[config.mk]
export PLATFORM = sky130hd
export DESIGN_NAME = sort_key_normalizer
export DESIGN_NICKNAME = d
export VERILOG_FILES = /design/src/sv/skn_pkg.sv /design/src/sv/skn_ram.sv /design/src/sv/skn_cfg.sv /design/src/sv/sort_key_normalizer.sv
export VERILOG_INCLUDE_DIRS = /design/src /design/src/sv
export SDC_FILE = /design/constraint.sdc
export NUM_CORES = 2
export LEC_CHECK = 0
export BUFFER_PORTS_ARGS = -buffer_cell sky130_fd_sc_hd__clkbuf_2
export CELL_PAD_IN_SITES_DETAIL_PLACEMENT = 1
export CELL_PAD_IN_SITES_GLOBAL_PLACEMENT = 2
export CORE_ASPECT_RATIO = 0.75
export CORE_MARGIN = 4
export CORE_UTILIZATION = 25
export CTS_BUF_LIST = sky130_fd_sc_hd__clkbuf_8 sky130_fd_sc_hd__clkbuf_16
export DETAILED_ROUTE_END_ITERATION = 10
export GPL_TIMING_DRIVEN = 1
export PLACE_DENSITY_LB_ADDON = 0.1
export SLEW_MARGIN = 15
export SYNTH_ARGS = -nofsm -noshare
export SYNTH_HDL_FRONTEND = slang
export SYNTH_SLANG_ARGS = --single-unit
[constraint.sdc]
create_clock -name clk -period 6.1 [get_ports clk]
set_input_delay 0.305 -clock clk [delete_from_list [all_inputs] [get_ports clk]]
set_output_delay 0.305 -clock clk [all_outputs]
set_load 0.01 [all_outputs]
[src/sv/sort_key_normalizer_defines.svh]
// Assertion helpers used by the sort key normalizer top module.
`ifndef SORT_KEY_NORMALIZER_DEFINES_SVH
`define SORT_KEY_NORMALIZER_DEFINES_SVH

// Same-cycle implication, checked on every edge outside reset.
`define SKN_ASSERT_IMP(label, ante, cons, msg) \
  label: assert property (@(posedge clk) disable iff (!rst_n) (ante) |-> (cons)) \
    else $error(msg);

// Next-cycle implication, checked on every edge outside reset.
`define SKN_ASSERT_NXT(label, ante, cons, msg) \
  label: assert property (@(posedge clk) disable iff (!rst_n) (ante) |=> (cons)) \
    else $error(msg);

`endif

[src/sv/skn_pkg.sv]
`default_nettype none

package skn_pkg;

  // Store geometry
  localparam int RECORD_BYTES    = 256;
  localparam int ADDR_W          = $clog2(RECORD_BYTES);
  localparam int FILL_W          = $clog2(RECORD_BYTES + 1);
  localparam int START_W         = 8;
  localparam int PTR_W           = START_W + 1;

  // Key limits
  localparam int MAX_FIELDS      = 4;
  localparam int FIELD_W         = $clog2(MAX_FIELDS);
  localparam int MAX_KEY_BYTES   = 64;
  localparam int CNT_W           = $clog2(MAX_KEY_BYTES + 1);
  localparam int MAX_FIELD_BYTES = 32;
  localparam int SIZE_W          = 6;
  localparam int IDX_W           = $clog2(MAX_FIELD_BYTES);
  localparam int SUM_W           = SIZE_W + 2;

  // Configuration port
  localparam int CFG_IDX_W       = 3;
  localparam int CFG_DATA_W      = 17;
  localparam int COUNT_W         = 3;
  localparam logic [CFG_DATA_W-1:0] DESC_RESET = 17'd256;
  localparam logic [COUNT_W-1:0]    COUNT_RESET = 3'd1;

  localparam logic [7:0] SIGN_BIT = 8'h80;

  typedef enum logic [CFG_IDX_W-1:0] {
    CFG_FIELD_COUNT = 3'd0,
    CFG_FIELD0      = 3'd1,
    CFG_FIELD1      = 3'd2,
    CFG_FIELD2      = 3'd3,
    CFG_FIELD3      = 3'd4
  } cfg_reg_t;

  typedef enum logic [1:0] {
    FT_TEXT     = 2'd0,
    FT_UNSIGNED = 2'd1,
    FT_SIGNED   = 2'd2,
    FT_REAL     = 2'd3
  } field_type_t;

  typedef enum logic [1:0] {
    S_LOAD = 2'd0,
    S_READ = 2'd1,
    S_DATA = 2'd2,
    S_HOLD = 2'd3
  } state_t;

  // Decoded view of the configuration registers
  typedef struct packed {
    logic [COUNT_W-1:0]                   nf;
    logic [MAX_FIELDS-1:0][START_W-1:0]   start;
    logic [MAX_FIELDS-1:0][SIZE_W-1:0]    size;
    field_type_t [MAX_FIELDS-1:0]         ftype;
    logic [MAX_FIELDS-1:0]                desc;
    logic [CNT_W-1:0]                     total;
  } cfg_view_t;

endpackage

`default_nettype wire

[src/sv/skn_ram.sv]
`default_nettype none

module skn_ram #(
  parameter int WIDTH = 8,
  parameter int DEPTH = 256
) (
  input  logic                     clk,
  input  logic                     we,
  input  logic [$clog2(DEPTH)-1:0] waddr,
  input  logic [WIDTH-1:0]         wdata,
  input  logic                     re,
  input  logic [$clog2(DEPTH)-1:0] raddr,
  output logic [WIDTH-1:0]         rdata
);

  logic [WIDTH-1:0] mem [DEPTH];

  // Write port and registered read port
  always_ff @(posedge clk) begin
    if (we) begin
      mem[waddr] <= wdata;
    end
    if (re) begin
      rdata <= mem[raddr];
    end
  end

endmodule

`default_nettype wire

[src/sv/skn_cfg.sv]
`default_nettype none

module skn_cfg (
  input  logic                           clk,
  input  logic                           rst_n,
  input  logic                           cfg_valid,
  output logic                           cfg_ready,
  input  logic [skn_pkg::CFG_IDX_W-1:0]  cfg_index,
  input  logic [skn_pkg::CFG_DATA_W-1:0] cfg_data,
  output skn_pkg::cfg_view_t             view
);

  logic [skn_pkg::COUNT_W-1:0]    count_r;
  logic [skn_pkg::CFG_DATA_W-1:0] desc_r [skn_pkg::MAX_FIELDS];
  logic [skn_pkg::SUM_W-1:0]      sum;

  assign cfg_ready = 1'b1;

  // Register writes; unknown indexes are dropped
  always_ff @(posedge clk) begin
    if (!rst_n) begin
      count_r <= skn_pkg::COUNT_RESET;
      for (int k = 0; k < skn_pkg::MAX_FIELDS; k++) begin
        desc_r[k] <= skn_pkg::DESC_RESET;
      end
    end else if (cfg_valid) begin
      case (cfg_index)
        skn_pkg::CFG_FIELD_COUNT: count_r   <= cfg_data[skn_pkg::COUNT_W-1:0];
        skn_pkg::CFG_FIELD0:      desc_r[0] <= cfg_data;
        skn_pkg::CFG_FIELD1:      desc_r[1] <= cfg_data;
        skn_pkg::CFG_FIELD2:      desc_r[2] <= cfg_data;
        skn_pkg::CFG_FIELD3:      desc_r[3] <= cfg_data;
        default: ;
      endcase
    end
  end

  // Decode descriptors, clamp sizes and count, total the key length and clamp it to the key limit
  always_comb begin
    view.nf = (count_r > skn_pkg::COUNT_W'(skn_pkg::MAX_FIELDS))
            ? skn_pkg::COUNT_W'(skn_pkg::MAX_FIELDS) : count_r;
    sum = '0;
    for (int k = 0; k < skn_pkg::MAX_FIELDS; k++) begin
      view.start[k] = desc_r[k][7:0];
      view.size[k]  = (desc_r[k][13:8] > skn_pkg::SIZE_W'(skn_pkg::MAX_FIELD_BYTES))
                    ? skn_pkg::SIZE_W'(skn_pkg::MAX_FIELD_BYTES) : desc_r[k][13:8];
      view.ftype[k] = skn_pkg::field_type_t'(desc_r[k][15:14]);
      view.desc[k]  = desc_r[k][16];
      if (skn_pkg::COUNT_W'(k) < view.nf) begin
        sum = sum + skn_pkg::SUM_W'(view.size[k]);
      end
    end
    view.total = (sum > skn_pkg::SUM_W'(skn_pkg::MAX_KEY_BYTES))
               ? skn_pkg::CNT_W'(skn_pkg::MAX_KEY_BYTES) : sum[skn_pkg::CNT_W-1:0];
  end

endmodule

`default_nettype wire

[src/sv/sort_key_normalizer.sv]
// Loading: one record byte accepted per cycle; in_stall stays low while loading.
// Key: if the key length is non-zero, after the final record byte is accepted each key byte
// goes through store read, format and handoff (S_READ, S_DATA, S_HOLD); handoff waits out output stalls.
// Input is stalled from the final record byte until the last key byte is taken.
// Reset: fill count cleared, registers return to defaults; store contents are kept.
`default_nettype none
`include "sort_key_normalizer_defines.svh"

module sort_key_normalizer (
  input  logic                           clk,
  input  logic                           rst_n,
  input  logic                           in_valid,
  output logic                           in_stall,
  input  logic [7:0]                     in_record_byte,
  input  logic                           in_record_end,
  output logic                           out_valid,
  input  logic                           out_stall,
  output logic [7:0]                     out_key_byte,
  output logic                           out_key_last,
  input  logic                           cfg_valid,
  output logic                           cfg_ready,
  input  logic [skn_pkg::CFG_IDX_W-1:0]  cfg_index,
  input  logic [skn_pkg::CFG_DATA_W-1:0] cfg_data
);

  skn_pkg::cfg_view_t view;
  skn_pkg::state_t    state_r, state_nxt;

  logic [skn_pkg::FILL_W-1:0]  fill_r;
  logic [skn_pkg::FIELD_W-1:0] fld_r;
  logic [skn_pkg::IDX_W-1:0]   idx_r;
  logic [skn_pkg::CNT_W-1:0]   cnt_r;
  logic                        neg_r;
  logic                        out_valid_r;
  logic [7:0]                  out_byte_r;
  logic                        out_last_r;

  logic                        in_acc;
  logic                        ram_we, ram_re;
  logic [7:0]                  ram_rdata;
  logic [skn_pkg::PTR_W-1:0]   ptr;
  logic [skn_pkg::START_W-1:0] cur_start;
  logic [skn_pkg::SIZE_W-1:0]  cur_size;
  skn_pkg::field_type_t        cur_type;
  logic                        cur_desc;
  logic [7:0]                  rd_byte;
  logic                        idx0;
  logic                        neg_now;
  logic [7:0]                  fmt;
  logic                        field_done;
  logic                        key_done;

  skn_cfg u_cfg (
    .clk       (clk),
    .rst_n     (rst_n),
    .cfg_valid (cfg_valid),
    .cfg_ready (cfg_ready),
    .cfg_index (cfg_index),
    .cfg_data  (cfg_data),
    .view      (view)
  );

  skn_ram #(
    .WIDTH (8),
    .DEPTH (skn_pkg::RECORD_BYTES)
  ) u_store (
    .clk   (clk),
    .we    (ram_we),
    .waddr (fill_r[skn_pkg::ADDR_W-1:0]),
    .wdata (in_record_byte),
    .re    (ram_re),
    .raddr (ptr[skn_pkg::ADDR_W-1:0]),
    .rdata (ram_rdata)
  );

  // First field at or after 'from' that is in use and has bytes
  function automatic logic [skn_pkg::FIELD_W-1:0] seek_field(
    input skn_pkg::cfg_view_t v,
    input logic [skn_pkg::COUNT_W-1:0] from
  );
    logic [skn_pkg::FIELD_W-1:0] sel;
    logic                        hit;
    sel = '0;
    hit = 1'b0;
    for (int k = 0; k < skn_pkg::MAX_FIELDS; k++) begin
      if (!hit && skn_pkg::COUNT_W'(k) >= from && skn_pkg::COUNT_W'(k) < v.nf &&
          v.size[k] != '0) begin
        sel = skn_pkg::FIELD_W'(k);
        hit = 1'b1;
      end
    end
    return sel;
  endfunction

  assign in_acc = in_valid && !in_stall;

  // Next state
  always_comb begin
    state_nxt = state_r;
    case (state_r)
      skn_pkg::S_LOAD: begin
        if (in_acc && in_record_end && view.total != '0) begin
          state_nxt = skn_pkg::S_READ;
        end
      end
      skn_pkg::S_READ: state_nxt = skn_pkg::S_DATA;
      skn_pkg::S_DATA: state_nxt = skn_pkg::S_HOLD;
      skn_pkg::S_HOLD: begin
        if (!out_stall) begin
          state_nxt = out_last_r ? skn_pkg::S_LOAD : skn_pkg::S_READ;
        end
      end
      default: state_nxt = skn_pkg::S_LOAD;
    endcase
  end

  // State outputs
  always_comb begin
    in_stall = (state_r != skn_pkg::S_LOAD);
    ram_re   = (state_r == skn_pkg::S_READ);
    ram_we   = in_acc && (fill_r < skn_pkg::FILL_W'(skn_pkg::RECORD_BYTES));
  end

  // Store address of the current key byte
  always_comb begin
    cur_start = view.start[fld_r];
    cur_size  = view.size[fld_r];
    cur_type  = view.ftype[fld_r];
    cur_desc  = view.desc[fld_r];
    if (cur_type == skn_pkg::FT_TEXT) begin
      ptr = skn_pkg::PTR_W'(cur_start) + skn_pkg::PTR_W'(idx_r);
    end else begin
      ptr = skn_pkg::PTR_W'(cur_start) + skn_pkg::PTR_W'(cur_size) - skn_pkg::PTR_W'(1)
          - skn_pkg::PTR_W'(idx_r);
    end
  end

  // Format the byte read from the store
  always_comb begin
    rd_byte = (ptr >= skn_pkg::PTR_W'(skn_pkg::RECORD_BYTES)) ? 8'h00 : ram_rdata;
    idx0    = (idx_r == '0);
    neg_now = idx0 ? rd_byte[7] : neg_r;
    case (cur_type)
      skn_pkg::FT_SIGNED: fmt = idx0 ? (rd_byte ^ skn_pkg::SIGN_BIT) : rd_byte;
      skn_pkg::FT_REAL: begin
        if (neg_now) begin
          fmt = ~rd_byte;
        end else begin
          fmt = idx0 ? (rd_byte ^ skn_pkg::SIGN_BIT) : rd_byte;
        end
      end
      default: fmt = rd_byte;
    endcase
    fmt        = fmt ^ {8{cur_desc}};
    field_done = ((skn_pkg::SIZE_W'(idx_r) + skn_pkg::SIZE_W'(1)) == cur_size);
    key_done   = ((cnt_r + skn_pkg::CNT_W'(1)) == view.total);
  end

  // Control registers
  always_ff @(posedge clk) begin
    if (!rst_n) begin
      state_r     <= skn_pkg::S_LOAD;
      fill_r      <= '0;
      out_valid_r <= 1'b0;
      cnt_r       <= '0;
    end else begin
      state_r <= state_nxt;
      if (in_acc) begin
        if (in_record_end) begin
          fill_r <= '0;
          cnt_r  <= '0;
        end else if (ram_we) begin
          fill_r <= fill_r + skn_pkg::FILL_W'(1);
        end
      end
      if (state_r == skn_pkg::S_DATA) begin
        out_valid_r <= 1'b1;
        cnt_r       <= cnt_r + skn_pkg::CNT_W'(1);
      end else if (state_r == skn_pkg::S_HOLD && !out_stall) begin
        out_valid_r <= 1'b0;
      end
    end
  end

  // Sequencer and output payload
  always_ff @(posedge clk) begin
    if (in_acc && in_record_end) begin
      fld_r <= seek_field(view, '0);
      idx_r <= '0;
    end
    if (state_r == skn_pkg::S_DATA) begin
      out_byte_r <= fmt;
      out_last_r <= key_done;
      neg_r      <= neg_now;
      if (field_done) begin
        idx_r <= '0;
        fld_r <= seek_field(view, skn_pkg::COUNT_W'(fld_r) + skn_pkg::COUNT_W'(1));
      end else begin
        idx_r <= idx_r + skn_pkg::IDX_W'(1);
      end
    end
  end

  assign out_valid    = out_valid_r;
  assign out_key_byte = out_byte_r;
  assign out_key_last = out_last_r;

  `SKN_ASSERT_IMP(a_no_load_during_key, in_acc, !out_valid_r,
                  "record byte accepted while a key byte is pending")
  `SKN_ASSERT_IMP(a_valid_in_hold, out_valid_r, state_r == skn_pkg::S_HOLD,
                  "key byte valid outside the hold state")
  `SKN_ASSERT_NXT(a_last_returns, out_valid_r && !out_stall && out_last_r,
                  state_r == skn_pkg::S_LOAD && !out_valid_r,
                  "block did not return to loading after the last key byte")
  `SKN_ASSERT_IMP(a_key_limit, state_r == skn_pkg::S_DATA,
                  cnt_r < skn_pkg::CNT_W'(skn_pkg::MAX_KEY_BYTES),
                  "key byte count past the key limit")
  `SKN_ASSERT_IMP(a_fill_limit, 1'b1, fill_r <= skn_pkg::FILL_W'(skn_pkg::RECORD_BYTES),
                  "fill count past the store depth")

endmodule

`default_nettype wire

Word-level counts from Yosys, hierarchy flattened
Memory sizes are Yosys's and may differ from the RTL's. A register that Yosys moved wholly into a read port is not among the register bits.
Cells that the tools add are included.
{"block": "totals", "regBits": 39, "latch_bits": 0, "mem_bits_rw": 2116, "mem_bits_ro": 0, "in_bits": 34, "word_cells": 196, "n_memories": 2}
{"block": "op_classes", "addsub": 12, "n_mul": 0, "div_mod_pow": 0, "order_cmp": 17, "eq_ne": 13, "n_shift": 0, "mux": 85, "n_bitwise": 7, "n_reduce_logical": 50}
{"name": "u_store.mem", "words": 256, "width": 8, "rd": 1, "rd_ports_with_merged_regs": 1, "write_ports": 1, "line": "skn_ram.sv:16", "source": "logic [WIDTH-1:0] mem [DEPTH];"}
{"name": "u_cfg.desc_r", "words": 4, "width": 17, "rd": 4, "rd_ports_with_merged_regs": 0, "write_ports": 4, "line": "skn_cfg.sv:14", "source": "logic [skn_pkg::CFG_DATA_W-1:0] desc_r [skn_pkg::MAX_FIELDS];"}
{"cell": "17-bit two-way mux", "count": 4}
{"cell": "8-bit two-way mux", "count": 7}
{"cell": "1-bit two-way mux", "count": 41}
{"cell": "6-bit two-way mux", "count": 6}
{"cell": "7-bit two-way mux", "count": 4}
{"cell": "9-bit two-way mux", "count": 3}
{"cell": "6-bit > comparator, second input constant", "count": 4}
{"cell": "6-bit nonzero test", "count": 4}
{"cell": "1-bit logical AND", "count": 23}
{"cell": "2-bit two-way mux", "count": 10}
{"cell": "8-bit by 6-bit adder with 8-bit output", "count": 2}
{"cell": "8-bit binary-select mux with 2-bit select", "count": 1}
{"cell": "8-bit case mux with 2 select lines", "count": 1}
{"cell": "5-bit two-way mux", "count": 3}
{"cell": "6-bit binary-select mux with 2-bit select", "count": 1}
{"cell": "2-bit nonzero test", "count": 6}
{"cell": "8-bit by 5-bit adder with 9-bit output", "count": 1}
{"cell": "8-bit by 6-bit adder with 9-bit output", "count": 1}
{"cell": "9-bit by 1-bit adder with 9-bit output, second input constant", "count": 1}
{"cell": "9-bit greater-or-equal comparator, second input constant", "count": 1}
{"cell": "9-bit less-than comparator, second input constant", "count": 1}
{"cell": "9-bit by 1-bit subtractor with 9-bit output, second input constant", "count": 1}
{"cell": "9-bit by 5-bit subtractor with 9-bit output", "count": 1}
{"cell": "2-bit == test, second input constant", "count": 4}
{"cell": "other kinds (33)", "count": 53}

Longest topological paths before layout
{"block": "logic_depth", "word_depth": 29, "ltp_mapped": 26, "ltp_nobuf": 24}

Modules after synthesis
A second synthesis with hierarchy kept.
{"block": "hier_totals", "cells_unflattened": 4534, "area_unflattened_um2": 87739.1}
{"mod": "skn_ram", "instances": 1, "cells_per_inst": 3733, "area_per_inst_um2": 79636.4}
{"mod": "skn_cfg", "instances": 1, "cells_per_inst": 425, "area_per_inst_um2": 4596.9}
{"mod": "sort_key_normalizer", "instances": 1, "cells_per_inst": 376, "area_per_inst_um2": 3505.9}

Worst setup path after synthesis
Ideal clock, no wire load.
{"block": "synth_timing", "path_kind": "register to register", "start": "register fld_r[0] in the netlist's numbering", "end": "register u_store.rdata[6], read port of u_store.mem, data pin", "arrival_time_ns": 5.058, "path_slack_ns": 0.786, "path_stages_with_launch": 18, "n_path_buf": 3, "synth_period_minus_slack_ns": 5.314, "cell_sequence": "dfxtp_1 > buf_6 > clkbuf_1 > buf_1 > mux4_2 > fa_1 > ha_1 > fa_1 > a21oi_1 > o211ai_1 > a21oi_1 > xnor2_1 > o32ai_1 > nor3b_1 > o41ai_1 > nand4_1 > a2111oi_0 > and4_1"}
{"block": "synth_between", "elab_chain_cells": 6}
{"element": "start, declared", "line": "sort_key_normalizer.sv:30", "source": "logic [skn_pkg::FIELD_W-1:0] fld_r;"}
{"element": "start signal, assigned", "line": "sort_key_normalizer.sv:188", "source": "fld_r <= seek_field(view, '0);"}
{"element": "start signal, assigned", "line": "sort_key_normalizer.sv:197", "source": "fld_r <= seek_field(view, skn_pkg::COUNT_W'(fld_r) + skn_pkg::COUNT_W'(1));"}
{"element": "8-bit binary-select mux with 2-bit select / 6-bit binary-select mux with 2-bit select (equally long branches)", "line": "sort_key_normalizer.sv:126, sort_key_normalizer.sv:127"}
{"element": "8-bit two-way mux (not written as such) / 6-bit two-way mux (equally long branches)", "line": "sort_key_normalizer.sv:126, sort_key_normalizer.sv:127"}
{"element": "8-bit by 6-bit adder with 9-bit output", "line": "sort_key_normalizer.sv:133", "source": "ptr = skn_pkg::PTR_W'(cur_start) + skn_pkg::PTR_W'(cur_size) - skn_pkg::PTR_W'(1)"}
{"element": "9-bit by 1-bit subtractor with 9-bit output", "line": "sort_key_normalizer.sv:133"}
{"element": "9-bit by 5-bit subtractor with 9-bit output", "line": "sort_key_normalizer.sv:134", "source": "- skn_pkg::PTR_W'(idx_r);"}
{"element": "9-bit two-way mux *", "line": "sort_key_normalizer.sv:130", "source": "if (cur_type == skn_pkg::FT_TEXT) begin"}
{"element": "end, declared", "line": "skn_ram.sv:13", "source": "output logic [WIDTH-1:0] rdata"}
Mark *: on every way between the ends. The rest lies on a longest branch, timed or not. The select of a mux whose other input is x is not followed.
A chain may end at the register's enable or synchronous reset.

Worst setup path in the final report
{"block": "layout_timing", "start": "register fld_r[0] in the netlist's numbering", "end": "register u_store.rdata[2], read port of u_store.mem, data pin"}
Same word-level chain as after synthesis.

==> flow_summary_export.csv <==
group,metric,value,unit
run_status,outcome,"complete, no violations",
synthesis,syn_area_per_cell,14.6,um2
clock_tree,root_buffer,"clkbuf_16",
sta,max_slew_margin,0.167,
global_routing,gr-total-overflow,0,
clock_tree,insertion_delay,920,ps
cells_and_area,nNetsFinal,6540,
global_routing,grt_usage,0.187,
worst_hold_path,hold_class,"in -> reg",
cells_and_area,final_area,106000,um2
die,die-area,366000,um2
worst_setup_path,cp-startpoint,"fld_r[0]",
synthesis,yosys_warnings,0,
worst_setup_path,crit_type,"reg -> reg",
global_routing,grt_pass1_vias,56475,
clock_tree,clk_pin_slew,70,ps
sta,finalSetupViolCount,0,
detailed_routing,vias,55388,
synthesis,synthSimpleGateAreaFrac,0.112,
cells_and_area,multiInputGateArea,22600,um2
pwr,power.density,626,nW/um2
synthesis,ys_top_cells_by_area,"edfxtp_1 72%, nand2_1 4.6%, mux4_2 3.0%",
cells_and_area,drive_above_1_share,0.154,
synthesis,synth_compound_area_frac,0.0652,
cells_and_area,final_common_cell,"edfxtp_1",
detailed_routing,wl_per_cell,30.8,um
sta,finClkSkew,71.1,ps
place,placed_cells,10847,
worst_setup_path,cp.required,6820,ps
synthesis,synthAdderAreaFrac,0.00849,
die,ios,46,
detailed_routing,routed_wl,350000,um
clock_tree,cts.sinks,2163,
sta,drv_slew,0,
synthesis,synth-edff-count,2139,
clock_tree,cts_buffers,243,
die,chipHeight,525,um
cells_and_area,areaGrowthSynthToFinish,18.6,%
global_routing,antenna_found_initial,44,
worst_hold_path,min_from,"in_valid",
worst_setup_path,critPathCaptureType,"flip-flop",
synthesis,synth-seq-cells,2163,
die,start_util,0.251,
synthesis,yosysSeqAreaShare,0.727,
synthesis,synthXorXnorAreaFrac,0.00443,
sta,post-route-min-period,5910,ps
cells_and_area,regArea,64700,um2
synthesis,netlist_area,89000,um2
global_routing,grt_max_degree,151,
place,io_buffer_count,44,
cells_and_area,mostFrequentLayoutCells,"2,139 x edfxtp_1, 1,085 x nand2_1, 337 x buf_4",
synthesis,synth_cells,6108,
worst_setup_path,worst-path-max-fanout,16,
run,drv_cap,0,
worst_setup_path,r2r-start,"fld_r[0]",
die,die_w,697,um
synthesis,async_flop_share,0,
die,rows,189,
sta,fmaxAchievable,0.169,GHz
detailed_routing,postRouteAntennaNets,0,
place,gp_congestion,0.793,
place,dp_hpwl,228000,um
synthesis,synth_top_family_by_area,"simple AND/OR/NAND/NOR gates",
sta,period_share,0.969,
synthesis,ys_types,81,
synthesis,yosysTopAreaCellShare,0.722,
synthesis,syn_nets,6197,
place,place_area,97500,um2
clock_tree,cts_tree,"built",
synthesis,synth_top_cell_by_area,"edfxtp_1",
detailed_routing,first_iter_violations,5314,
sta,tightest_slew,1240,ps
clock_tree,cts.path.max_buffers,4,
global_routing,grt_pass1_wl,483000,um
cells_and_area,stdcell_count,11339,
synthesis,muxShareOfSynthArea,0.0592,
detailed_routing,drcViolationCount,0,
detailed_routing,dr.pass1.iters,5,
detailed_routing,viasPerCell,4.88,
pwr,vdd_drop_max,0.587,mV
sta,hold_viol,0,
pwr,p_leak,0.0350,uW
clock_tree,htree_num_levels,4,
sta,setup_tns,0,ps
worst_setup_path,worst-endpoint-arrival,6630,ps
synthesis,synth_flop_cell,"edfxtp_1",
worst_setup_path,startpoint_type,"flip-flop",
die,coreArea,354000,um2
cells_and_area,fillers,37018,
cells by family after synthesis:
logic type,count (synthesis)
flip-flops,2163
buffers and inverters,435
AO/OA/AOI/OAI,799
AND/OR/NAND/NOR,2232
other,1
adder cells (fa/ha/maj),55
multiplexers,378
XOR/XNOR,45
routing by layer:
metal,share of wire,global-route usage,routed length (um)
met1,0.51,0.292,178000
met2,0.43,0.274,149000
met3,0.048,0.0282,16900
met4,0.016,0.0306,5490
met5,0.000023,0,8
report_power, final:
part | leakage [uW] | internal (uW) | switching (uW)
Clock | 0.00384 | 7910 | 6340
Sequential | 0.0195 | 16600 | 115
Combinational | 0.0117 | 11400 | 23800
cell usage after synthesis (19+ instances only):
library cell and instances:
buf_4 34, a21o_1 19, and3_1 147, or3_1 19, a221oi_1 24, and2_1 73
a211oi_1 108, nand2_1 1089, a22oi_1 48, clkbuf_1 182, xor2_1 23, a21oi_1 154
a22o_1 21, o2111ai_1 19, buf_1 32, a311oi_1 49, edfxtp_1 2139, dfxtp_1 24
mux2i_1 254, xnor2_1 22, a31oi_1 65, o21ai_0 63, mux4_2 118, nor2_1 346
inv_1 41, nand4_1 77, buf_2 128, nor4_1 47, nor2b_1 28, ha_1 46
a32oi_1 57, nand3_1 342, a2111oi_0 25
cell type report:
| cell class | count | share of cell area |
|---|---|---|
| repair buffers | 491 | 0.0442 |
| clock inverters | 196 | 0.0123 |
| inverters | 42 | 0.00149 |
| well taps | 4679 | 0.0555 |
| diodes | 11 | 0.000261 |
| flip-flops and latches | 2163 | 0.613 |
| multi-input cells | 3510 | 0.215 |
| clock buffers | 247 | 0.0586 |
metrics by stage:
step	hold WS [ps]	setup slack, ps	util	total power, uW
floorplan	404	786	-	33000
global placement	499	-524	0.275	52200
detailed placement	516	-542	0.275	52200
CTS	30.7	2.74	0.298	66800
global route	69.4	-26.5	0.298	69000
finish	93.3	189	0.298	66100
worst max-delay path, cell delays in order, from the launching register on:
cell and delay (ps):
dfxtp_1 510, buf_4 300, mux4_2 590, fa_1 500
fa_1 430, xnor2_1 300, o21ai_0 250, o31ai_4 220
buf_8 260, nor3_2 80, buf_12 180, a32o_1 260
a221oi_1 320, a41oi_1 190, buf_4 210, a2111oi_1 620
nor4bb_1 420
worst paths after layout:
kind,slack [ps],depth (start not counted),to
min,90,4,fill_r[1]
min reg2reg,520,2,cnt_r[4]
max,190,16,u_store.rdata[2]
max reg2reg,190,16,u_store.rdata[2]
sequential cells by signal (all words and copies together) (netlist names):
name	count
u_store.rdata	8
u_cfg.count_r	3
out_key_byte	8
fld_r	2
idx_r	5
u_store.mem	2048
cnt_r	7
fill_r	9
out_key_last	1
out_valid	1
u_cfg.desc_r	68
state_r	2
neg_r	1
repair_timing:
action | in CTS | in global routing
endpoints found under the setup margin | 8 | 10
hold buffers | 36 | 0
endpoints found under the hold margin | 519 | 0
buffers inserted | 0 | 2
gates cloned | 0 | 0
resized for setup | 16 | 15
Power figures use the tool's default switching activity.
